## src/rtl/dft_pkg.sv

```systemverilog
// ----------------------------------------------------------------------------
// dft_pkg
// shared types and constants for the dual fan temperature curve block
// ----------------------------------------------------------------------------
package dft_pkg;

  localparam int TEMP_W  = 12;
  localparam int PCT_W   = 7;
  localparam int CFG_AW  = 5;
  localparam int CFG_DW  = 32;
  localparam int DIVN_W  = 20;   // 2*num + d, num up to 4095*100
  localparam int DIVD_W  = 13;   // 2*d
  localparam int QUO_W   = 7;    // quotient never above 100
  localparam int PROD_W  = 19;

  localparam logic [PCT_W-1:0] PCT_FULL = 7'd100;

  // register map, index = paddr[4:2]
  typedef enum logic [2:0] {
    REG_CAP_ON    = 3'd0,
    REG_CAP_FULL  = 3'd1,
    REG_CAP_OFF   = 3'd2,
    REG_SINK_ON   = 3'd3,
    REG_SINK_FULL = 3'd4,
    REG_SINK_OFF  = 3'd5,
    REG_MIN_RUN   = 3'd6,
    REG_DEADBAND  = 3'd7
  } reg_idx_t;

  typedef struct packed {
    logic signed [TEMP_W-1:0] cap_on;
    logic signed [TEMP_W-1:0] cap_full;
    logic signed [TEMP_W-1:0] cap_off;
    logic signed [TEMP_W-1:0] sink_on;
    logic signed [TEMP_W-1:0] sink_full;
    logic signed [TEMP_W-1:0] sink_off;
    logic [PCT_W-1:0]         min_run;
    logic [PCT_W-1:0]         deadband;
  } cfg_regs_t;

  typedef struct packed {
    logic              start;
    logic [DIVN_W-1:0] dividend;
    logic [DIVD_W-1:0] divisor;
  } div_req_t;

  typedef struct packed {
    logic             done;
    logic [QUO_W-1:0] quotient;
  } div_rsp_t;

  typedef enum logic [2:0] {
    ST_IDLE,
    ST_PREP,
    ST_MUL,
    ST_CHK,
    ST_DIV,
    ST_APPLY,
    ST_OUT
  } state_t;

endpackage

```

## src/rtl/dft_cfg.sv

```systemverilog
// ----------------------------------------------------------------------------
// dft_cfg
// apb register file holding fan thresholds, min run and deadband
// ----------------------------------------------------------------------------
module dft_cfg import dft_pkg::*; (
  input  logic              clk,
  input  logic              rst_n,
  input  logic              psel,
  input  logic              penable,
  input  logic              pwrite,
  input  logic [CFG_AW-1:0] paddr,
  input  logic [CFG_DW-1:0] pwdata,
  output logic [CFG_DW-1:0] prdata,
  output logic              pready,
  output cfg_regs_t         cfg
);

  cfg_regs_t cfg_r;
  reg_idx_t  idx;
  logic      wr_en;

  assign idx    = reg_idx_t'(paddr[CFG_AW-1:2]);
  assign wr_en  = psel && penable && pwrite;
  assign pready = 1'b1;
  assign cfg    = cfg_r;

  always_ff @(posedge clk) begin
    if (!rst_n) begin
      cfg_r.cap_on    <= 12'sd640;
      cfg_r.cap_full  <= 12'sd960;
      cfg_r.cap_off   <= 12'sd560;
      cfg_r.sink_on   <= 12'sd720;
      cfg_r.sink_full <= 12'sd1120;
      cfg_r.sink_off  <= 12'sd640;
      cfg_r.min_run   <= 7'd20;
      cfg_r.deadband  <= 7'd3;
    end else if (wr_en) begin
      unique case (idx)
        REG_CAP_ON:    cfg_r.cap_on    <= pwdata[TEMP_W-1:0];
        REG_CAP_FULL:  cfg_r.cap_full  <= pwdata[TEMP_W-1:0];
        REG_CAP_OFF:   cfg_r.cap_off   <= pwdata[TEMP_W-1:0];
        REG_SINK_ON:   cfg_r.sink_on   <= pwdata[TEMP_W-1:0];
        REG_SINK_FULL: cfg_r.sink_full <= pwdata[TEMP_W-1:0];
        REG_SINK_OFF:  cfg_r.sink_off  <= pwdata[TEMP_W-1:0];
        REG_MIN_RUN:   cfg_r.min_run   <= pwdata[PCT_W-1:0];
        REG_DEADBAND:  cfg_r.deadband  <= pwdata[PCT_W-1:0];
        default:       ;
      endcase
    end
  end

  // temperatures read back sign extended
  always_comb begin
    unique case (idx)
      REG_CAP_ON:    prdata = {{(CFG_DW-TEMP_W){cfg_r.cap_on[TEMP_W-1]}}, cfg_r.cap_on};
      REG_CAP_FULL:  prdata = {{(CFG_DW-TEMP_W){cfg_r.cap_full[TEMP_W-1]}}, cfg_r.cap_full};
      REG_CAP_OFF:   prdata = {{(CFG_DW-TEMP_W){cfg_r.cap_off[TEMP_W-1]}}, cfg_r.cap_off};
      REG_SINK_ON:   prdata = {{(CFG_DW-TEMP_W){cfg_r.sink_on[TEMP_W-1]}}, cfg_r.sink_on};
      REG_SINK_FULL: prdata = {{(CFG_DW-TEMP_W){cfg_r.sink_full[TEMP_W-1]}}, cfg_r.sink_full};
      REG_SINK_OFF:  prdata = {{(CFG_DW-TEMP_W){cfg_r.sink_off[TEMP_W-1]}}, cfg_r.sink_off};
      REG_MIN_RUN:   prdata = {{(CFG_DW-PCT_W){1'b0}}, cfg_r.min_run};
      REG_DEADBAND:  prdata = {{(CFG_DW-PCT_W){1'b0}}, cfg_r.deadband};
      default:       prdata = '0;
    endcase
  end

endmodule

```

## src/rtl/dft_div.sv

```systemverilog
// ----------------------------------------------------------------------------
// dft_div
// restoring divider, one quotient bit per cycle, shared by both fans
// ----------------------------------------------------------------------------
module dft_div import dft_pkg::*; (
  input  logic     clk,
  input  logic     rst_n,
  input  div_req_t req,
  output div_rsp_t rsp
);

  localparam int SH_W  = DIVD_W + QUO_W - 1;
  localparam int CNT_W = $clog2(QUO_W);

  logic [DIVN_W-1:0] rem_r,  rem_nxt;
  logic [SH_W-1:0]   dsh_r;
  logic [QUO_W-1:0]  quo_r;
  logic [CNT_W-1:0]  cnt_r;
  logic              busy_r;
  logic              done_r;
  logic              ge;

  // trial subtract of the aligned divisor
  assign ge      = rem_r >= {{(DIVN_W-SH_W){1'b0}}, dsh_r};
  assign rem_nxt = ge ? rem_r - {{(DIVN_W-SH_W){1'b0}}, dsh_r} : rem_r;

  always_ff @(posedge clk) begin
    if (!rst_n) begin
      busy_r <= 1'b0;
      done_r <= 1'b0;
      cnt_r  <= '0;
    end else begin
      done_r <= busy_r && (cnt_r == '0);
      if (req.start) begin
        busy_r <= 1'b1;
        cnt_r  <= CNT_W'(QUO_W - 1);
      end else if (busy_r) begin
        cnt_r <= cnt_r - 1'b1;
        if (cnt_r == '0) begin
          busy_r <= 1'b0;
        end
      end
    end
  end

  always_ff @(posedge clk) begin
    if (req.start) begin
      rem_r <= req.dividend;
      dsh_r <= {req.divisor, {(QUO_W-1){1'b0}}};
      quo_r <= '0;
    end else if (busy_r) begin
      rem_r <= rem_nxt;
      dsh_r <= dsh_r >> 1;
      quo_r <= {quo_r[QUO_W-2:0], ge};
    end
  end

  assign rsp.done     = done_r;
  assign rsp.quotient = quo_r;

endmodule

```

## src/rtl/dual_fan_temp_curve_hysteresis.sv

```systemverilog
// ----------------------------------------------------------------------------
// dual_fan_temp_curve_hysteresis
// two fan curves with hysteresis, min run level and command deadband
// ----------------------------------------------------------------------------
// sequence: each fan passes PREP and APPLY; a ramp adds MUL and CHK and
//   then a clip to min run or a rounded divide in DIV
// input: a new beat is taken only in IDLE; the fans use the shared 7-step
//   divider in turn (capacitor fan first, then heatsink fan)
// reset: synchronous active-low; config back to defaults, commands to 0
// ----------------------------------------------------------------------------
module dual_fan_temp_curve_hysteresis import dft_pkg::*; (
  input  logic              clk,
  input  logic              rst_n,
  // input channel
  input  logic              in_tvalid,
  output logic              in_tready,
  // supply_ok, sink_temp, sink_valid, board0_temp, board0_valid,
  // board1_temp, board1_valid
  input  logic [39:0]       in_tdata,
  // result channel
  output logic              out_tvalid,
  input  logic              out_tready,
  // cap_cmd_pct, cap_cmd_new, sink_cmd_pct, sink_cmd_new
  output logic [15:0]       out_tdata,
  // configuration port
  input  logic              cfg_psel,
  input  logic              cfg_penable,
  input  logic              cfg_pwrite,
  input  logic [CFG_AW-1:0] cfg_paddr,
  input  logic [CFG_DW-1:0] cfg_pwdata,
  output logic [CFG_DW-1:0] cfg_prdata,
  output logic              cfg_pready
);

  cfg_regs_t cfg;
  div_req_t  div_req;
  div_rsp_t  div_rsp;

  dft_cfg u_cfg (
    .clk     (clk),
    .rst_n   (rst_n),
    .psel    (cfg_psel),
    .penable (cfg_penable),
    .pwrite  (cfg_pwrite),
    .paddr   (cfg_paddr),
    .pwdata  (cfg_pwdata),
    .prdata  (cfg_prdata),
    .pready  (cfg_pready),
    .cfg     (cfg)
  );

  dft_div u_div (
    .clk   (clk),
    .rst_n (rst_n),
    .req   (div_req),
    .rsp   (div_rsp)
  );

  // input beat fields
  logic                     in_supply;
  logic signed [TEMP_W-1:0] in_sink_t, in_b0_t, in_b1_t;
  logic                     in_sink_v, in_b0_v, in_b1_v;

  assign in_supply = in_tdata[0];
  assign in_sink_t = in_tdata[12:1];
  assign in_sink_v = in_tdata[13];
  assign in_b0_t   = in_tdata[25:14];
  assign in_b0_v   = in_tdata[26];
  assign in_b1_t   = in_tdata[38:27];
  assign in_b1_v   = in_tdata[39];

  state_t state_r, state_nxt;

  // latched tick
  logic                     supply_r;
  logic signed [TEMP_W-1:0] tc_r, ts_r;
  logic                     vc_r, vs_r;
  logic signed [TEMP_W-1:0] tc_sel;

  // per-fan working registers
  logic                     fan_r;     // 0 capacitor fan, 1 heatsink fan
  logic [TEMP_W-1:0]        diff_r;    // t - on
  logic [TEMP_W-1:0]        d_r;       // full - on
  logic [PROD_W-1:0]        num_r;     // (t - on) * 100
  logic [PROD_W-1:0]        mrd_r;     // min(min_run, 100) * (full - on)
  logic [PCT_W-1:0]         dem_r;     // demand of the current fan

  logic [PCT_W-1:0]         cap_last_r, sink_last_r;
  logic                     cap_new_r, sink_new_r;

  logic                     out_tvalid_r;
  logic [15:0]              out_tdata_r;

  // control from the sequencer
  logic                     accept;
  logic                     load_out;
  logic                     out_free;

  // hotter valid board sensor drives the capacitor fan
  always_comb begin
    if (in_b0_v && in_b1_v) begin
      tc_sel = (in_b0_t > in_b1_t) ? in_b0_t : in_b1_t;
    end else if (in_b0_v) begin
      tc_sel = in_b0_t;
    end else begin
      tc_sel = in_b1_t;
    end
  end

  // current fan operand selection
  logic signed [TEMP_W-1:0] t_cur, on_cur, full_cur, off_cur;
  logic                     v_cur;
  logic [PCT_W-1:0]         last_cur;
  logic [PCT_W-1:0]         mr_sat;
  logic                     ramp;
  logic [PCT_W-1:0]         dem_direct;
  logic [TEMP_W:0]          diff_w, d_w;

  assign t_cur    = fan_r ? ts_r           : tc_r;
  assign v_cur    = fan_r ? vs_r           : vc_r;
  assign on_cur   = fan_r ? cfg.sink_on    : cfg.cap_on;
  assign full_cur = fan_r ? cfg.sink_full  : cfg.cap_full;
  assign off_cur  = fan_r ? cfg.sink_off   : cfg.cap_off;
  assign last_cur = fan_r ? sink_last_r    : cap_last_r;
  assign mr_sat   = (cfg.min_run > PCT_FULL) ? PCT_FULL : cfg.min_run;

  // only the ramp case uses these, where both are in 0..4095
  assign diff_w = {t_cur[TEMP_W-1], t_cur} - {on_cur[TEMP_W-1], on_cur};
  assign d_w    = {full_cur[TEMP_W-1], full_cur} - {on_cur[TEMP_W-1], on_cur};

  // curve checks in priority order; supply loss forces zero
  always_comb begin
    ramp       = 1'b0;
    dem_direct = last_cur;
    priority if (!supply_r) begin
      dem_direct = '0;
    end else if (!v_cur) begin
      dem_direct = last_cur;
    end else if (t_cur <= off_cur) begin
      dem_direct = '0;
    end else if (t_cur < on_cur) begin
      dem_direct = last_cur;
    end else if (t_cur >= full_cur) begin
      dem_direct = PCT_FULL;
    end else begin
      ramp = 1'b1;
    end
  end

  // below min run level, or start rounded division
  logic below_mr;
  assign below_mr = (num_r != '0) && (num_r < mrd_r);

  assign div_req.start    = (state_r == ST_CHK) && !below_mr;
  assign div_req.dividend = {num_r, 1'b0} + {{(DIVN_W-TEMP_W){1'b0}}, d_r};
  assign div_req.divisor  = {d_r, 1'b0};

  // issue rule
  logic [PCT_W-1:0] delta;
  logic             issue;

  assign delta = (dem_r > last_cur) ? dem_r - last_cur : last_cur - dem_r;
  assign issue = ((dem_r == '0) && (last_cur != '0)) ||
                 ((dem_r != '0) && (delta >= cfg.deadband));

  assign out_free = !out_tvalid_r || out_tready;

  // sequencer: next state
  always_comb begin
    state_nxt = state_r;
    unique case (state_r)
      ST_IDLE:  if (in_tvalid) state_nxt = ST_PREP;
      ST_PREP:  state_nxt = ramp ? ST_MUL : ST_APPLY;
      ST_MUL:   state_nxt = ST_CHK;
      ST_CHK:   state_nxt = below_mr ? ST_APPLY : ST_DIV;
      ST_DIV:   if (div_rsp.done) state_nxt = ST_APPLY;
      ST_APPLY: state_nxt = fan_r ? ST_OUT : ST_PREP;
      ST_OUT:   if (out_free) state_nxt = ST_IDLE;
      default:  state_nxt = ST_IDLE;
    endcase
  end

  // sequencer: outputs
  always_comb begin
    in_tready = 1'b0;
    load_out  = 1'b0;
    unique case (state_r)
      ST_IDLE: in_tready = 1'b1;
      ST_OUT:  load_out  = out_free;
      default: ;
    endcase
  end

  assign accept = in_tvalid && in_tready;

  always_ff @(posedge clk) begin
    if (!rst_n) begin
      state_r <= ST_IDLE;
    end else begin
      state_r <= state_nxt;
    end
  end

  // tick latch
  always_ff @(posedge clk) begin
    if (accept) begin
      supply_r <= in_supply;
      tc_r     <= tc_sel;
      vc_r     <= in_b0_v || in_b1_v;
      ts_r     <= in_sink_t;
      vs_r     <= in_sink_v;
    end
  end

  // fan datapath
  always_ff @(posedge clk) begin
    if (state_r == ST_PREP) begin
      diff_r <= diff_w[TEMP_W-1:0];
      d_r    <= d_w[TEMP_W-1:0];
      dem_r  <= dem_direct;
    end
    if (state_r == ST_MUL) begin
      num_r <= PROD_W'({{(PROD_W-TEMP_W){1'b0}}, diff_r} * PROD_W'(PCT_FULL));
      mrd_r <= PROD_W'(mr_sat) * PROD_W'(d_r);
    end
    if ((state_r == ST_CHK) && below_mr) begin
      dem_r <= mr_sat;
    end
    if ((state_r == ST_DIV) && div_rsp.done) begin
      dem_r <= div_rsp.quotient;
    end
  end

  // command state and fan index
  always_ff @(posedge clk) begin
    if (!rst_n) begin
      fan_r       <= 1'b0;
      cap_last_r  <= '0;
      sink_last_r <= '0;
      cap_new_r   <= 1'b0;
      sink_new_r  <= 1'b0;
    end else if (accept) begin
      fan_r <= 1'b0;
    end else if (state_r == ST_APPLY) begin
      fan_r <= !fan_r;
      if (fan_r) begin
        sink_new_r <= issue;
        if (issue) sink_last_r <= dem_r;
      end else begin
        cap_new_r <= issue;
        if (issue) cap_last_r <= dem_r;
      end
    end
  end

  // output register, frees the input side while a result waits
  always_ff @(posedge clk) begin
    if (!rst_n) begin
      out_tvalid_r <= 1'b0;
    end else if (load_out) begin
      out_tvalid_r <= 1'b1;
    end else if (out_tready) begin
      out_tvalid_r <= 1'b0;
    end
  end

  always_ff @(posedge clk) begin
    if (load_out) begin
      out_tdata_r <= {sink_new_r, sink_last_r, cap_new_r, cap_last_r};
    end
  end

  assign out_tvalid = out_tvalid_r;
  assign out_tdata  = out_tdata_r;

endmodule

```

## config.mk

```make
export PLATFORM = sky130hd
export DESIGN_NAME = dual_fan_temp_curve_hysteresis
export DESIGN_NICKNAME = d
export VERILOG_FILES = /design/src/rtl/dft_pkg.sv /design/src/rtl/dft_cfg.sv /design/src/rtl/dft_div.sv /design/src/rtl/dual_fan_temp_curve_hysteresis.sv
export SDC_FILE = /design/constraint.sdc
export NUM_CORES = 1
export LEC_CHECK = 0
export ABC_AREA = 1
export ABC_CLOCK_PERIOD_IN_PS = 4400
export BUFFER_PORTS_ARGS = -buffer_cell sky130_fd_sc_hd__buf_2
export CAP_MARGIN = 20
export CORE_AREA = 2 2 202 204
export CTS_BUF_LIST = sky130_fd_sc_hd__clkbuf_4 sky130_fd_sc_hd__clkbuf_8 sky130_fd_sc_hd__clkbuf_16
export DETAILED_ROUTE_END_ITERATION = 8
export DIE_AREA = 0 0 204 206
export PLACE_DENSITY_LB_ADDON = 0.08
export SLEW_MARGIN = 10
export SYNTH_ARGS = -nofsm -noshare
export SYNTH_HDL_FRONTEND = slang
export SYNTH_SLANG_ARGS = --single-unit
```

## constraint.sdc

```tcl
create_clock -name clk -period 4.4 [get_ports clk]
set_clock_uncertainty 0.1 [all_clocks]
set_input_delay 0.22 -clock clk [delete_from_list [all_inputs] [get_ports clk]]
set_output_delay 0.22 -clock clk [all_outputs]
set_load 0.02 [all_outputs]
```

==> summary.txt <==
Pwr
  • Share of power burned in registers: 25.6%
  • Internal Pwr Total: 7.99 mW
  • Comb power frac: 56.3%
  • Sw Ratio: 41.8%
  • Peak VDD IR: 398 µV
  • Sw Pwr: 5.74 mW
  • Pwr dens: 589 mW/mm²
  • Clock network power share: 18.1%
  • P_leak: 11.0 nW

Outcome
  • Failing checks: setup timing
  • Outcome: complete, but fails checks

Clock tree
  • H-Tree Depth: 1
  • Clock Tree Buf Depth: 3
  • Clock-pin slew on the worst setup and hold paths: 0.06 ns
  • Skew-Pair Late Insertion Delay: 0.59 ns
  • # clock sinks: 268
  • CTS tree: built
  • Root Driver: clkbuf_16
  • Cts bufs inserted: 30

STA
  • Tmin final: 4.62 ns
  • Slew @ Worst Pin: 0.942 ns
  • # setup viols final: 9
  • Setup TNS: -1.37 ns
  • Tcrit/Tclk final: 105%
  • Max Slew Vio Count: 0
  • Max Freq: 216 MHz
  • Fin worst setup slack: -0.221 ns
  • RSZ-0062 raised after global routing: true
  • Fin Hold WS: 0.0153 ns
  • Slew margin rel.: 36.9%
  • Final hold violations: 0

Synthesis
  • Syn nets: 2821
  • Commonest cells in the netlist: nand2_1, inv_1, nor2_1
  • Top cell type's share of synthesized area: 21.7%
  • Most frequent cell after synthesis: nand2_1
  • YS warnings: 0
  • Most used DFF post-synth: edfxtp_1
  • Netlist cell types: 52
  • Mapped Cells: 2472
  • Average size of a mapped cell: 7.95 µm²
  • Mapped Area: 0.0197 mm²
  • Largest cells by area after synthesis: edfxtp_1, ha_1, dfxtp_1
  • Seq cells post-synth: 268
  • Largest area contributor in the netlist: edfxtp_1
  • EDFF count, synth: 142
  • Async SR Flop Fraction: 0%
  • Sequential-to-total area share from yosys stat: 34.5%

Worst setup path
  • WP data required: 4.64 ns
  • Critical Path Fanout Max: 8
  • Worst Path Arrival: 4.86 ns
  • WS Path Type: flip-flop to flip-flop
  • CP startpoint kind: flip-flop
  • Nature of the critical path endpoint: flip-flop

Floorplan
  • DIE AREA: 0.0420 mm²
  • Placeable Area: 0.0402 mm²
  • Num ports: 135
  • Rows: 74
  • Die H: 206 µm
  • Die X: 204 µm
  • Initial core utilization: 48.9%

Drt
  • Detailed Routing Iterations Pass 1: 7
  • Routed len/inst: 16.4 µm
  • Initial DRC Count: 1042
  • Vias per cell: 5.28
  • Residual DRC: 0
  • Antenna Violating Nets Remaining: 0
  • DR vias: 17100
  • WL final: 53300 µm

Flow run
  • MaxCap Viol Count: 0

Global routing
  • Total GRT Usage: 25.4%
  • Vias in the first global route: 16500
  • Initial antenna violation count: 0
  • First-pass GRT wire length: 85300 µm
  • Total gr overflow: 0
  • Largest net degree at the start of global routing: 52

Cells and area
  • Final cell count without fillers: 3248
  • Finished Core Util: 58.0%
  • Number of diodes: 0
  • Fraction of layout cells with a size suffix above 1: 14.0%
  • P&R area growth vs syn: 18.5%
  • Fillers: 3735
  • NumNets Final: 3041

Placed design
  • Place WS: -0.300 ns
  • DP Wirelength: 40500 µm
  • Placer Congestion: 0.887
  • DP Cell Count: 3114
  • Port bufs: 111

Hold path
  • Hold WC Path Type: primary input to flip-flop
[metal layers]
layer  global-route usage [%]  wire (µm)  up-vias
li1                         -          -     8580
met1                     33.3      23400     8005
met2                     44.6      25900      468
met3                     2.68       2610       82
met4                     7.35       1390        0
met5                        0          0        -
[area by class of cell]
class                           count  area [µm²]  area share (%)
Clock buffer                       45         918            3.94
Clock inverter                     11        68.8           0.295
Inverter                          429        1620            6.97
Multi-Input combinational cell   1689       11300            48.4
Sequential cell                   268        6800            29.2
Tap cell                          532         666            2.86
Timing Repair Buffer              274        1950            8.38
[cells in the final DEF (no fill, tap or decap), types with 10 or more instances in the layout]
master / Yosys / final
nand4_1: 39 / 39
a22oi_1: 14 / 14
dfxtp_1: 126 / 120
clkbuf_16: 0 / 31
buf_4: 21 / 96
nor2_4: 0 / 11
fa_1: 62 / 62
o21ai_0: 186 / 181
a221oi_1: 18 / 18
buf_2: 9 / 111
nand3_1: 94 / 91
a21oi_1: 168 / 158
nand2_2: 0 / 10
a211oi_1: 15 / 13
nor2_2: 13 / 25
ha_1: 203 / 193
nor3_1: 22 / 20
dlygate4sd3_1: 0 / 63
nor2_1: 217 / 194
xor2_1: 53 / 53
clkinv_1: 9 / 12
edfxtp_1: 142 / 142
nand2_1: 458 / 446
xnor2_1: 28 / 28
inv_1: 415 / 409
[sequential cells by signal, indices dropped and copies added (netlist names), 12 cells and up]
signal / cells
tc_r: 12
out_tdata: 16
diff_r: 12
u_div.rem_r: 20
d_r: 12
mrd_r: 19
num_r: 17
u_div.dsh_r: 19
ts_r: 12
u_cfg.cfg: 86
[cells by family after synthesis]
| kind of cell | share of synthesized area (%) |
|---|---|
| other | 0.0191 |
| and+or+nand+nor | 18.5 |
| adders and majority gates | 19.2 |
| buffers and inverters | 10.4 |
| DFF | 34.5 |
| xor gates and xnor gates | 3.61 |
| muxes | 0.216 |
| AOI/OAI and AO/OA | 13.5 |
[power groups by stage]
stage	Clock, mW	Sequential (mW)	Combinational [mW]
after CTS	2.53	3.51	7.48
after global routing	2.61	3.55	8.80
after global placement	0	3.56	6.89
after detailed placement	0	3.57	7.00
after floorplan	0	3.51	5.11
final	2.48	3.51	7.73
[stage by stage]
stage	power, mW	cell area [µm²]
after global routing	15.0	23300
after CTS	13.5	23100
after global placement	10.4	21300
after floorplan	8.62	19800
after detailed placement	10.6	21300
final	13.7	23300
[final timing paths]
check	start	cells past startpoint	end	slack, ns
worst max-delay path	u_cfg.cfg[8]	19	mrd_r[18]	-0.22
worst min-delay path	in_tdata[20]	5	tc_r[6]	0.02
worst max register to register	u_cfg.cfg[8]	19	mrd_r[18]	-0.22
worst min register to register	sink_last_r[4]	0	out_tdata[12]	0.33
[worst max-delay path, cell delays in order, from the launching register on]
cell and delay, ns:
dfxtp_2 0.32, o21ai_2 0.13, nand3_1 0.09, nand3_2 0.12
inv_4 0.07, nor2_4 0.15, inv_6 0.09, nor2_4 0.09
fa_1 0.45, fa_1 0.58, fa_1 0.45, fa_1 0.61
ha_4 0.23, a21o_1 0.18, nand3_1 0.09, nand2_2 0.09
nand2_2 0.10, o2111ai_4 0.12, a211oi_2 0.23, xor2_1 0.10
[timing repair]
item / 4_1_cts / 5_1_grt
setup endpoints to repair: 26 / 29
pin swaps: 26 / 6
endpoints found under the hold margin: 116 / 0
buffers inserted: 8 / 7
hold buffers: 63 / 0
gates resized for setup: 51 / 22
Power figures use the tool's default switching activity.
